File: src/design/sdpbd_pkg.sv
// ----------------------------------------------------------------------------
// sdpbd_pkg
// shared types, constants and the signed-square step table of the block
// delta-pcm decoder
// ----------------------------------------------------------------------------
package sdpbd_pkg;

  localparam int unsigned AddrW      = 3;
  localparam int unsigned DataW      = 32;
  localparam int unsigned PosW       = 6;
  localparam int unsigned QDepth     = 4;
  localparam int unsigned QPtrW      = $clog2(QDepth);
  localparam int unsigned QCntW      = $clog2(QDepth + 1);

  // word index of the mode register (paddr[2])
  localparam logic        RegIdxCompressedMode = 1'b0;

  // byte positions inside a 33 byte block
  localparam logic [PosW-1:0] PosStart     = 6'd0;
  localparam logic [PosW-1:0] PosFirstStep = 6'd1;
  localparam logic [PosW-1:0] PosSecond    = 6'd2;
  localparam logic [PosW-1:0] PosLast      = 6'd32;

  typedef struct packed {
    logic [7:0] sample;
    logic       block_end;
    logic       last;
  } result_t;

  typedef struct packed {
    logic    valid;
    logic    two;
    result_t res0;
    result_t res1;
  } push_t;

  // nibble to signed square, modulo 256
  function automatic logic [7:0] sdpbd_step(input logic [3:0] nib);
    logic [7:0] val;
    case (nib)
      4'h0:    val = 8'd0;
      4'h1:    val = 8'd1;
      4'h2:    val = 8'd4;
      4'h3:    val = 8'd9;
      4'h4:    val = 8'd16;
      4'h5:    val = 8'd25;
      4'h6:    val = 8'd36;
      4'h7:    val = 8'd49;
      4'h8:    val = 8'd192;
      4'h9:    val = 8'd207;
      4'ha:    val = 8'd220;
      4'hb:    val = 8'd231;
      4'hc:    val = 8'd240;
      4'hd:    val = 8'd247;
      4'he:    val = 8'd252;
      default: val = 8'd255;
    endcase
    return val;
  endfunction

endpackage

File: src/design/sdpbd_cfg.sv
// ----------------------------------------------------------------------------
// sdpbd_cfg
// apb register file holding the compressed/raw mode bit
// ----------------------------------------------------------------------------
module sdpbd_cfg (
  input  logic                      clk,
  input  logic                      rst,
  input  logic                      psel,
  input  logic                      penable,
  input  logic                      pwrite,
  input  logic [sdpbd_pkg::AddrW-1:0] paddr,
  input  logic [sdpbd_pkg::DataW-1:0] pwdata,
  output logic [sdpbd_pkg::DataW-1:0] prdata,
  output logic                      pready,
  output logic                      compressed_mode
);
  import sdpbd_pkg::*;

  logic wr_en;

  assign pready = 1'b1;
  assign wr_en  = psel && penable && pwrite && (paddr[2] == RegIdxCompressedMode);

  always_ff @(posedge clk) begin
    if (rst) begin
      compressed_mode <= 1'b1;
    end else if (wr_en) begin
      compressed_mode <= pwdata[0];
    end
  end

  always_comb begin
    prdata = '0;
    if (paddr[2] == RegIdxCompressedMode) begin
      prdata[0] = compressed_mode;
    end
  end

endmodule

File: src/design/sdpbd_decode.sv
// ----------------------------------------------------------------------------
// sdpbd_decode
// input register, block position and running sample, one or two samples
// per byte handed to the result queue
// ----------------------------------------------------------------------------
module sdpbd_decode (
  input  logic                      clk,
  input  logic                      rst,
  input  logic                      compressed_mode,
  input  logic                      in_valid,
  output logic                      in_ready,
  input  logic [7:0]                data_byte,
  input  logic                      restart,
  input  logic [sdpbd_pkg::QCntW-1:0] q_free,
  output sdpbd_pkg::push_t          push
);
  import sdpbd_pkg::*;

  logic            s1_valid;
  logic [7:0]      s1_byte;
  logic            s1_restart;
  logic [PosW-1:0] block_position;
  logic [PosW-1:0] block_position_next;
  logic [7:0]      running_sample;
  logic [7:0]      running_sample_next;

  logic [PosW-1:0] pos_eff;
  logic [7:0]      step_hi;
  logic [7:0]      step_lo;
  logic [7:0]      sum1;
  logic [7:0]      sum2;
  logic            two;
  logic            advance;

  assign pos_eff = s1_restart ? PosStart : block_position;
  assign step_hi = sdpbd_step(s1_byte[7:4]);
  assign step_lo = sdpbd_step(s1_byte[3:0]);
  // byte 1 only uses its low nibble
  assign sum1    = running_sample + ((pos_eff == PosFirstStep) ? step_lo : step_hi);
  assign sum2    = sum1 + step_lo;

  assign two      = compressed_mode && (pos_eff >= PosSecond);
  assign advance  = s1_valid && (two ? (q_free >= QCntW'(2)) : (q_free >= QCntW'(1)));
  assign in_ready = !s1_valid || advance;

  always_comb begin
    push.valid          = advance;
    push.two            = two;
    push.res0.sample    = s1_byte;
    push.res0.block_end = 1'b0;
    push.res0.last      = 1'b1;
    push.res1.sample    = sum2;
    push.res1.block_end = pos_eff >= PosLast;
    push.res1.last      = 1'b1;
    block_position_next = pos_eff;
    running_sample_next = running_sample;
    if (compressed_mode) begin
      if (pos_eff == PosStart) begin
        running_sample_next = s1_byte;
        block_position_next = PosFirstStep;
      end else if (pos_eff == PosFirstStep) begin
        push.res0.sample    = sum1;
        running_sample_next = sum1;
        block_position_next = PosSecond;
      end else begin
        push.res0.sample    = sum1;
        push.res0.last      = 1'b0;
        running_sample_next = sum2;
        block_position_next = (pos_eff >= PosLast) ? PosStart : pos_eff + PosW'(1);
      end
    end
  end

  always_ff @(posedge clk) begin
    if (rst) begin
      s1_valid       <= 1'b0;
      block_position <= '0;
      running_sample <= '0;
    end else begin
      if (in_ready) begin
        s1_valid <= in_valid;
      end
      if (advance) begin
        block_position <= block_position_next;
        running_sample <= running_sample_next;
      end
    end
  end

  always_ff @(posedge clk) begin
    if (in_ready && in_valid) begin
      s1_byte    <= data_byte;
      s1_restart <= restart;
    end
  end

  a_pos_range: assert property (@(posedge clk) disable iff (rst)
    block_position <= PosLast)
    else $error("block position beyond last byte");

  a_block_wrap: assert property (@(posedge clk) disable iff (rst)
    (advance && compressed_mode && pos_eff >= PosLast) |=> block_position == PosStart)
    else $error("block did not wrap after last byte");

  a_two_only_compressed: assert property (@(posedge clk) disable iff (rst)
    (push.valid && push.two) |-> compressed_mode && !push.res0.last)
    else $error("pair of samples outside compressed mode");

endmodule

File: src/design/sdpbd_outq.sv
// ----------------------------------------------------------------------------
// sdpbd_outq
// four entry result queue, takes one or two samples, gives one per cycle while out_ready is high
// ----------------------------------------------------------------------------
module sdpbd_outq (
  input  logic                        clk,
  input  logic                        rst,
  input  sdpbd_pkg::push_t            push,
  output logic [sdpbd_pkg::QCntW-1:0] q_free,
  output logic                        out_valid,
  input  logic                        out_ready,
  output logic signed [7:0]           sample_value,
  output logic                        block_end,
  output logic                        last_of_item
);
  import sdpbd_pkg::*;

  result_t                entries [QDepth];
  logic [QPtrW-1:0]       wr_ptr;
  logic [QPtrW-1:0]       rd_ptr;
  logic [QCntW-1:0]       count;
  logic                   pop;
  logic [QCntW-1:0]       push_n;
  logic [QPtrW-1:0]       wr_ptr_inc;

  assign pop        = out_valid && out_ready;
  assign out_valid  = count != '0;
  assign q_free     = QCntW'(QDepth) - count + QCntW'(pop);
  assign push_n     = push.valid ? (push.two ? QCntW'(2) : QCntW'(1)) : '0;
  assign wr_ptr_inc = wr_ptr + QPtrW'(1);

  assign sample_value = $signed(entries[rd_ptr].sample);
  assign block_end    = entries[rd_ptr].block_end;
  assign last_of_item = entries[rd_ptr].last;

  always_ff @(posedge clk) begin
    if (rst) begin
      wr_ptr <= '0;
      rd_ptr <= '0;
      count  <= '0;
    end else begin
      wr_ptr <= wr_ptr + push_n[QPtrW-1:0];
      if (pop) begin
        rd_ptr <= rd_ptr + QPtrW'(1);
      end
      count <= count + push_n - QCntW'(pop);
    end
  end

  always_ff @(posedge clk) begin
    if (push.valid) begin
      entries[wr_ptr] <= push.res0;
      if (push.two) begin
        entries[wr_ptr_inc] <= push.res1;
      end
    end
  end

  a_no_overflow: assert property (@(posedge clk) disable iff (rst)
    push.valid |-> q_free >= push_n)
    else $error("result queue overflow");

  a_count_range: assert property (@(posedge clk) disable iff (rst)
    count <= QCntW'(QDepth))
    else $error("result queue count out of range");

  a_pair_count: assert property (@(posedge clk) disable iff (rst)
    (push.valid && push.two && !pop) |=> count == $past(count) + QCntW'(2))
    else $error("pair of samples not both queued");

endmodule

File: src/design/squared_delta_pcm_block_decoder_unit.sv
// ----------------------------------------------------------------------------
// squared_delta_pcm_block_decoder_unit
// block delta-pcm decoder: 33 byte blocks to 64 signed 8-bit samples,
// or raw byte pass-through
// ----------------------------------------------------------------------------
//  port group   direction  handshake                 payload
//  input        in         in_valid / in_ready       data_byte, restart
//  result       out        out_valid / out_ready     sample_value, block_end,
//                                                    last_of_item
//  config       in         apb psel/penable/pready   paddr, pwdata, prdata
//
//  a byte is held in the input register, then its one or two samples go to
//  a four entry result queue. the result port, one sample per cycle while
//  out_ready is high, sets the rate: two samples per byte inside a block,
//  one per byte in raw mode or in the first two bytes of a block. a stalled
//  result side fills the queue and then holds in_ready low.
//  synchronous reset sets compressed mode and clears position and sample.
// ----------------------------------------------------------------------------
module squared_delta_pcm_block_decoder_unit (
  input  logic                        clk,
  input  logic                        rst,
  input  logic                        psel,
  input  logic                        penable,
  input  logic                        pwrite,
  input  logic [sdpbd_pkg::AddrW-1:0] paddr,
  input  logic [sdpbd_pkg::DataW-1:0] pwdata,
  output logic [sdpbd_pkg::DataW-1:0] prdata,
  output logic                        pready,
  input  logic                        in_valid,
  output logic                        in_ready,
  input  logic [7:0]                  data_byte,
  input  logic                        restart,
  output logic                        out_valid,
  input  logic                        out_ready,
  output logic signed [7:0]           sample_value,
  output logic                        block_end,
  output logic                        last_of_item
);
  import sdpbd_pkg::*;

  logic             compressed_mode;
  logic [QCntW-1:0] q_free;
  push_t            push;

  sdpbd_cfg u_cfg (
    .clk             (clk),
    .rst             (rst),
    .psel            (psel),
    .penable         (penable),
    .pwrite          (pwrite),
    .paddr           (paddr),
    .pwdata          (pwdata),
    .prdata          (prdata),
    .pready          (pready),
    .compressed_mode (compressed_mode)
  );

  sdpbd_decode u_decode (
    .clk             (clk),
    .rst             (rst),
    .compressed_mode (compressed_mode),
    .in_valid        (in_valid),
    .in_ready        (in_ready),
    .data_byte       (data_byte),
    .restart         (restart),
    .q_free          (q_free),
    .push            (push)
  );

  sdpbd_outq u_outq (
    .clk          (clk),
    .rst          (rst),
    .push         (push),
    .q_free       (q_free),
    .out_valid    (out_valid),
    .out_ready    (out_ready),
    .sample_value (sample_value),
    .block_end    (block_end),
    .last_of_item (last_of_item)
  );

endmodule

File: config.mk
export PLATFORM = sky130hd
export DESIGN_NAME = squared_delta_pcm_block_decoder_unit
export DESIGN_NICKNAME = d
export VERILOG_FILES = /design/src/design/sdpbd_pkg.sv /design/src/design/sdpbd_cfg.sv /design/src/design/sdpbd_decode.sv /design/src/design/sdpbd_outq.sv /design/src/design/squared_delta_pcm_block_decoder_unit.sv
export SDC_FILE = /design/constraint.sdc
export NUM_CORES = 1
export LEC_CHECK = 0
export ABC_AREA = 1
export BUFFER_PORTS_ARGS = -buffer_cell sky130_fd_sc_hd__buf_4
export CAP_MARGIN = 20
export CORE_MARGIN = 2
export CORE_UTILIZATION = 45
export DETAILED_ROUTE_END_ITERATION = 12
export PLACE_DENSITY = 0.77
export SKIP_LAST_GASP = 1
export SYNTH_ARGS = -nofsm -noshare
export SYNTH_HDL_FRONTEND = slang
export SYNTH_HIERARCHICAL = 1
export SYNTH_SLANG_ARGS = --single-unit
File: constraint.sdc
create_clock -name clk -period 7.47 [get_ports clk]
set_clock_uncertainty 0.15 [all_clocks]
set_input_delay 1.494 -clock clk [delete_from_list [all_inputs] [get_ports clk]]
set_output_delay 1.494 -clock clk [all_outputs]
set_load 0.03 [all_outputs]
# Word level (Yosys, flattened, before mapping)
# Memories as Yosys holds them, arrays and structs flattened. A register that Yosys moved wholly into a read port is not among the register bits.
# Index checks and enable logic that the tools add are counted.
# word_totals
regBits	32
ram_bits	40
rom_bits	256
in_bits	51
out_inout_bits	45
word_cells	66
memories	3
# op_classes
add_sub_neg	10
magnitude_cmp	4
eq_ne	1
mux	26
bitwise	1
reduce_logical	12
# mem_list
name	depth	width	read_ports	rd_ports_with_merged_regs	wr	line_no	text
(no name shown)	16	8	1	1	0	sdpbd_pkg.sv:40	case (nib)
(no name shown)	16	8	1	1	0	sdpbd_pkg.sv:40	
u_outq.entries	4	10	1	1	2	sdpbd_outq.sv:18	result_t entries [QDepth];
# ops
cell	count
8-bit two-way mux	5
6-bit two-way mux	5
8-bit adder	2
1-bit two-way mux	10
4-bit two-way mux	2
1-bit logical AND	7
6-bit by 1-bit adder with 6-bit output (second input constant)	1
6-bit by 1-bit == test with 1-bit output (second input constant)	1
6-bit by 2-bit greater-or-equal comparator with 1-bit output (second input constant)	1
6-bit greater-or-equal comparator (second input constant)	1
6-bit logical NOT	1
2-bit two-way mux	3
2-bit by 1-bit adder with 2-bit output (second input constant)	2
3-bit by 1-bit adder with 3-bit output	1
3-bit adder	1
3-bit by 1-bit greater-or-equal comparator with 1-bit output (second input constant)	1
3-bit by 2-bit greater-or-equal comparator with 1-bit output (second input constant)	1
3-bit two-way mux	1
3-bit nonzero test	1
3-bit by 1-bit subtractor with 3-bit output	1
3-bit subtractor (first input constant)	1
2-bit adder	1
2-bit AND reduction	1
1-bit logical NOT	1
other kinds (2)	2

# Depth between registers and ports, before layout
# logic_depth
word_depth	9
mapped_depth	25

# Hierarchy
# The synthesis kept the hierarchy.
# modules_own_cells
module	instances	cells_per_inst	area_per_inst_um2
sdpbd_decode	1	381	2808.9
sdpbd_outq	1	272	2513.7
sdpbd_cfg	1	46	314.1

# Least setup slack after synthesis
# No wires, ideal clock.
# synth_timing
path_type	register to register
startpoint	reg u_decode.s1_restart
endpoint	mem u_outq/entries[1][9] (netlist bit), data pin
setup_time_ns	0.259
arrival_time_ns	3.835
required_time_ns	7.061
setup_slack_ns	3.227
path_stages_with_launch	25
period_less_slack_ns	4.243
path_cell_list	edfxtp_1 > nor2_1 > ha_1 > nand3_2 > clkinv_1 > clkbuf_1 > nand2_1 > nand2_1 > ha_1 > inv_1 > fa_1 > o21ai_0 > nand2_1 > nand2_1 > a21oi_1 > xnor2_1 > ha_1 > a21oi_1 > o21ai_0 > a31oi_1 > inv_1 > nand3_1 > nand2_1 > inv_1 > o21ai_1
# synth_lines
element	line_no	text
from (decl)	sdpbd_decode.sv:21	logic s1_restart;
from (signal assigned)	sdpbd_decode.sv:93	s1_restart <= restart;
to (decl)	sdpbd_outq.sv:18	

==> impl_metrics.ini <==
[synth]
synth_edf_count = 49
avgSynthCellArea_um2 = 8.064
synthesis.area_um2 = 5637
yosys_warnings = 6
ys_seq_area_share_pct = 39.96
yosysTopAreaCell = edfxtp_1
ys_ff_latch = 88
synth_async_sr_flop_share_pct = 0
post-synth-top-area-fraction_pct = 26.10
synth_ff_type = edfxtp_1
netlist_instances = 699
ys_top_cells_by_area = edfxtp_1, dfxtp_1, nand2_1
yosysUniqueCellTypes = 49

[finish]
fin_nets = 805
drive_above_1_share_pct = 12.34
area_growth_pct = 8.036
most-common-layout-cells = nand2_1, inv_1, nor2_1, o21ai_0, edfxtp_1
nFillCells = 1151
final_common_cell = nand2_1
fin_util_pct = 50.28
diodes = 0

[worst_setup_path]
critPathMaxStageDelay_ns = 0.49
setup.worst_path.end_class = register
slowest_stage = clkinv_1
crit_path_cell_trace = inv_4, nand2_2, ha_1, nand3_2, clkinv_1, o21ai_0, inv_1, fa_1, o21ai_0, nand2_1, nand2_1, a21oi_1, xnor2_1, ha_1, a21oi_1, o21ai_0, a31oi_1, inv_1, nand3_1, nand2_1, inv_1, o21ai_1
path_buf_inv = 5
arrival_ns = 5.02
crit_path_max_fanout = 17
reg2reg_depth = 22
start_kind = register
reg2reg_from = u_decode/s1_restart
crit_type = reg2reg
crit_family = compound AO/OA/AOI/OAI gates
worstReg2RegEnd = u_outq/entries[1][9]
cp.required_ns = 7.40
rrSetupSlack_ns = 2.38

[cts]
root_buffer = clkbuf_16
ctsHoldBuffers = 0
clkTransAtPathRegs_ns = 0.06
clk_latency_ns = 0.34
clockBufferDepth = 2
cts_tree = done
htreeDepth = 3
clock_sinks = 88
postCtsSetupRepairBufs = 0
cts_resized = 0
cts-buffers-inserted = 9

[routing]
postRouteWirelength_um = 11100
vias_per_cell = 4.967
drtAntennaViolNets = 0
routed-via-count = 4416
initialDrtViolationCount = 337
drc = 0
avgRoutedWirePerCell_um = 12.49
first_pass_iters = 5

[power_and_ir_drop]
ir_worst_vdd_uv = 230.2
p_per_area_nw_per_um2 = 427.4
p_leak_nw = 2.781

[place]
place_ws_ns = 2.450
port_buffers = 30
hpwl_um = 8177
gp_congestion = 0.8834

[min_path]
worstHoldPathCells = 2
hp-class = reg2reg
hold_start = u_decode/running_sample[2]
hold_path_end = u_decode/running_sample[2]

[grt]
grt_pass1_wl_um = 18510
grt_max_degree = 22
antenna_found_initial = 0
grt_pass1_vias = 4000
track_usage_pct = 17.66
overflow = 0

[sta]
setup_viol = 0
final_hold_viol_count = 0
fin_crit_ns = 5.089
finalSetupTns_ns = 0
tightestPinTransition_ns = 0.9276
period_share_pct = 68.13
drv_slew = 0
max_freq_mhz = 196.5
rsz0062_at_grt = false
maxSlewHeadroom_pct = 37.83
worst_slack_ns = 2.381

[die]
start_util_pct = 46.54
core_area_um2 = 12110
rows = 40
die_h_um = 115.9
fp.dieW_um = 115.9
pin_count = 96
dieArea_um2 = 13440

[job]
drv_cap = 0

[outcome]
run_status = finished clean
tightest hold or removal path: cells and delay by family (launching register included):
kind,cells,cell delay (ns)
simple gates,1,0.06
flops,1,0.31
compound gates,1,0.06
where the power goes:
group	total (W)	switching (W)	leakage, nW	internal (W)
logic	0.00143	0.000948	1.87	0.000482
clock network	0.000436	0.000168	0.140	0.000268
registers	0.000736	0.0000676	0.775	0.000669
registers in the layout, summed over array words and instances (netlist names), 2 cells and up, named ones only:
name,count
u_decode/block_position,6
u_outq/rd_ptr,2
u_outq/count,3
u_outq/wr_ptr,2
u_outq/entries,40
u_decode/running_sample,8
u_decode/step_lo,7
u_decode/step_hi,7
u_decode/s1_byte,8
per-stage QoR:
stage          area, µm²  total power, W  instances  hold WS [ns]
2_1_floorplan       5749        0.001867        729        0.2929
3_3_place_gp        5797        0.002127        873        0.3106
3_5_place_dp        5797        0.002162        873        0.3183
4_1_cts             6090        0.002607        889        0.3269
5_1_grt             6090        0.002857        889        0.3549
6_report            6090        0.002602        889        0.3288
synthesized netlist by cell type, drive strengths merged (2+ instances only):
master	count
a21boi	3
a21oi	42
a31oi	3
buf	49
clkbuf	7
clkinv	2
conb	4
dfxtp	39
edfxtp	49
fa	3
ha	35
inv	81
nand2	146
nand3	26
nand3b	2
nand4	3
nor2	70
nor3	3
o21ai	97
o22ai	13
or2	3
xnor2	5
xor2	6
kinds of logic (layout without fill, tap and decap cells):
group                      count (synthesis)  after routing  share of synthesized area, %
and+or+nand+nor                          254            254                         19.73
AOI/OAI and AO/OA                        165            165                         16.63
buffers and inverters                    139            131                         12.87
DFF                                       88             88                         39.96
adders and majority gates                 38             38                         8.835
xor gates and xnor gates                  11             11                         1.709
other                                      4             34                        0.2663
worst max-delay path by stage:
stage | startpoint | end | slack [ns] | depth (start not counted)
finish | u_decode/s1_restart | u_outq/entries[1][9] | 2.38 | 22
global route | u_decode/s1_restart | u_outq/entries[1][9] | 2.00 | 22
CTS | u_decode/s1_restart | u_outq/entries[1][9] | 2.40 | 22
detailed placement | u_decode/s1_restart | u_outq/entries[1][9] | 2.45 | 22
global placement | u_decode/s1_restart | u_outq/entries[1][9] | 2.51 | 22
floorplan | u_decode/s1_restart | u_outq/entries[1][9] | 3.23 | 24
area by class of cell:
type,count,area (µm²),share of cell area [%]
Clock buffer,13,250.2,4.109
Clock inverter,3,42.54,0.6986
Inverter,83,317.8,5.219
Multi-Input combinational cell,502,2776,45.59
Sequential cell,88,2252,36.98
Tap cell,168,210.2,3.452
Timing Repair Buffer,32,240.2,3.945
metal layers:
layer  global-route usage (%)  share of wire [%]
met5                        0                  0
met4                    7.143                1.9
met3                    3.452                6.2
met2                    28.73                 46
met1                    23.21                 46
Power figures use the tool's default switching activity.
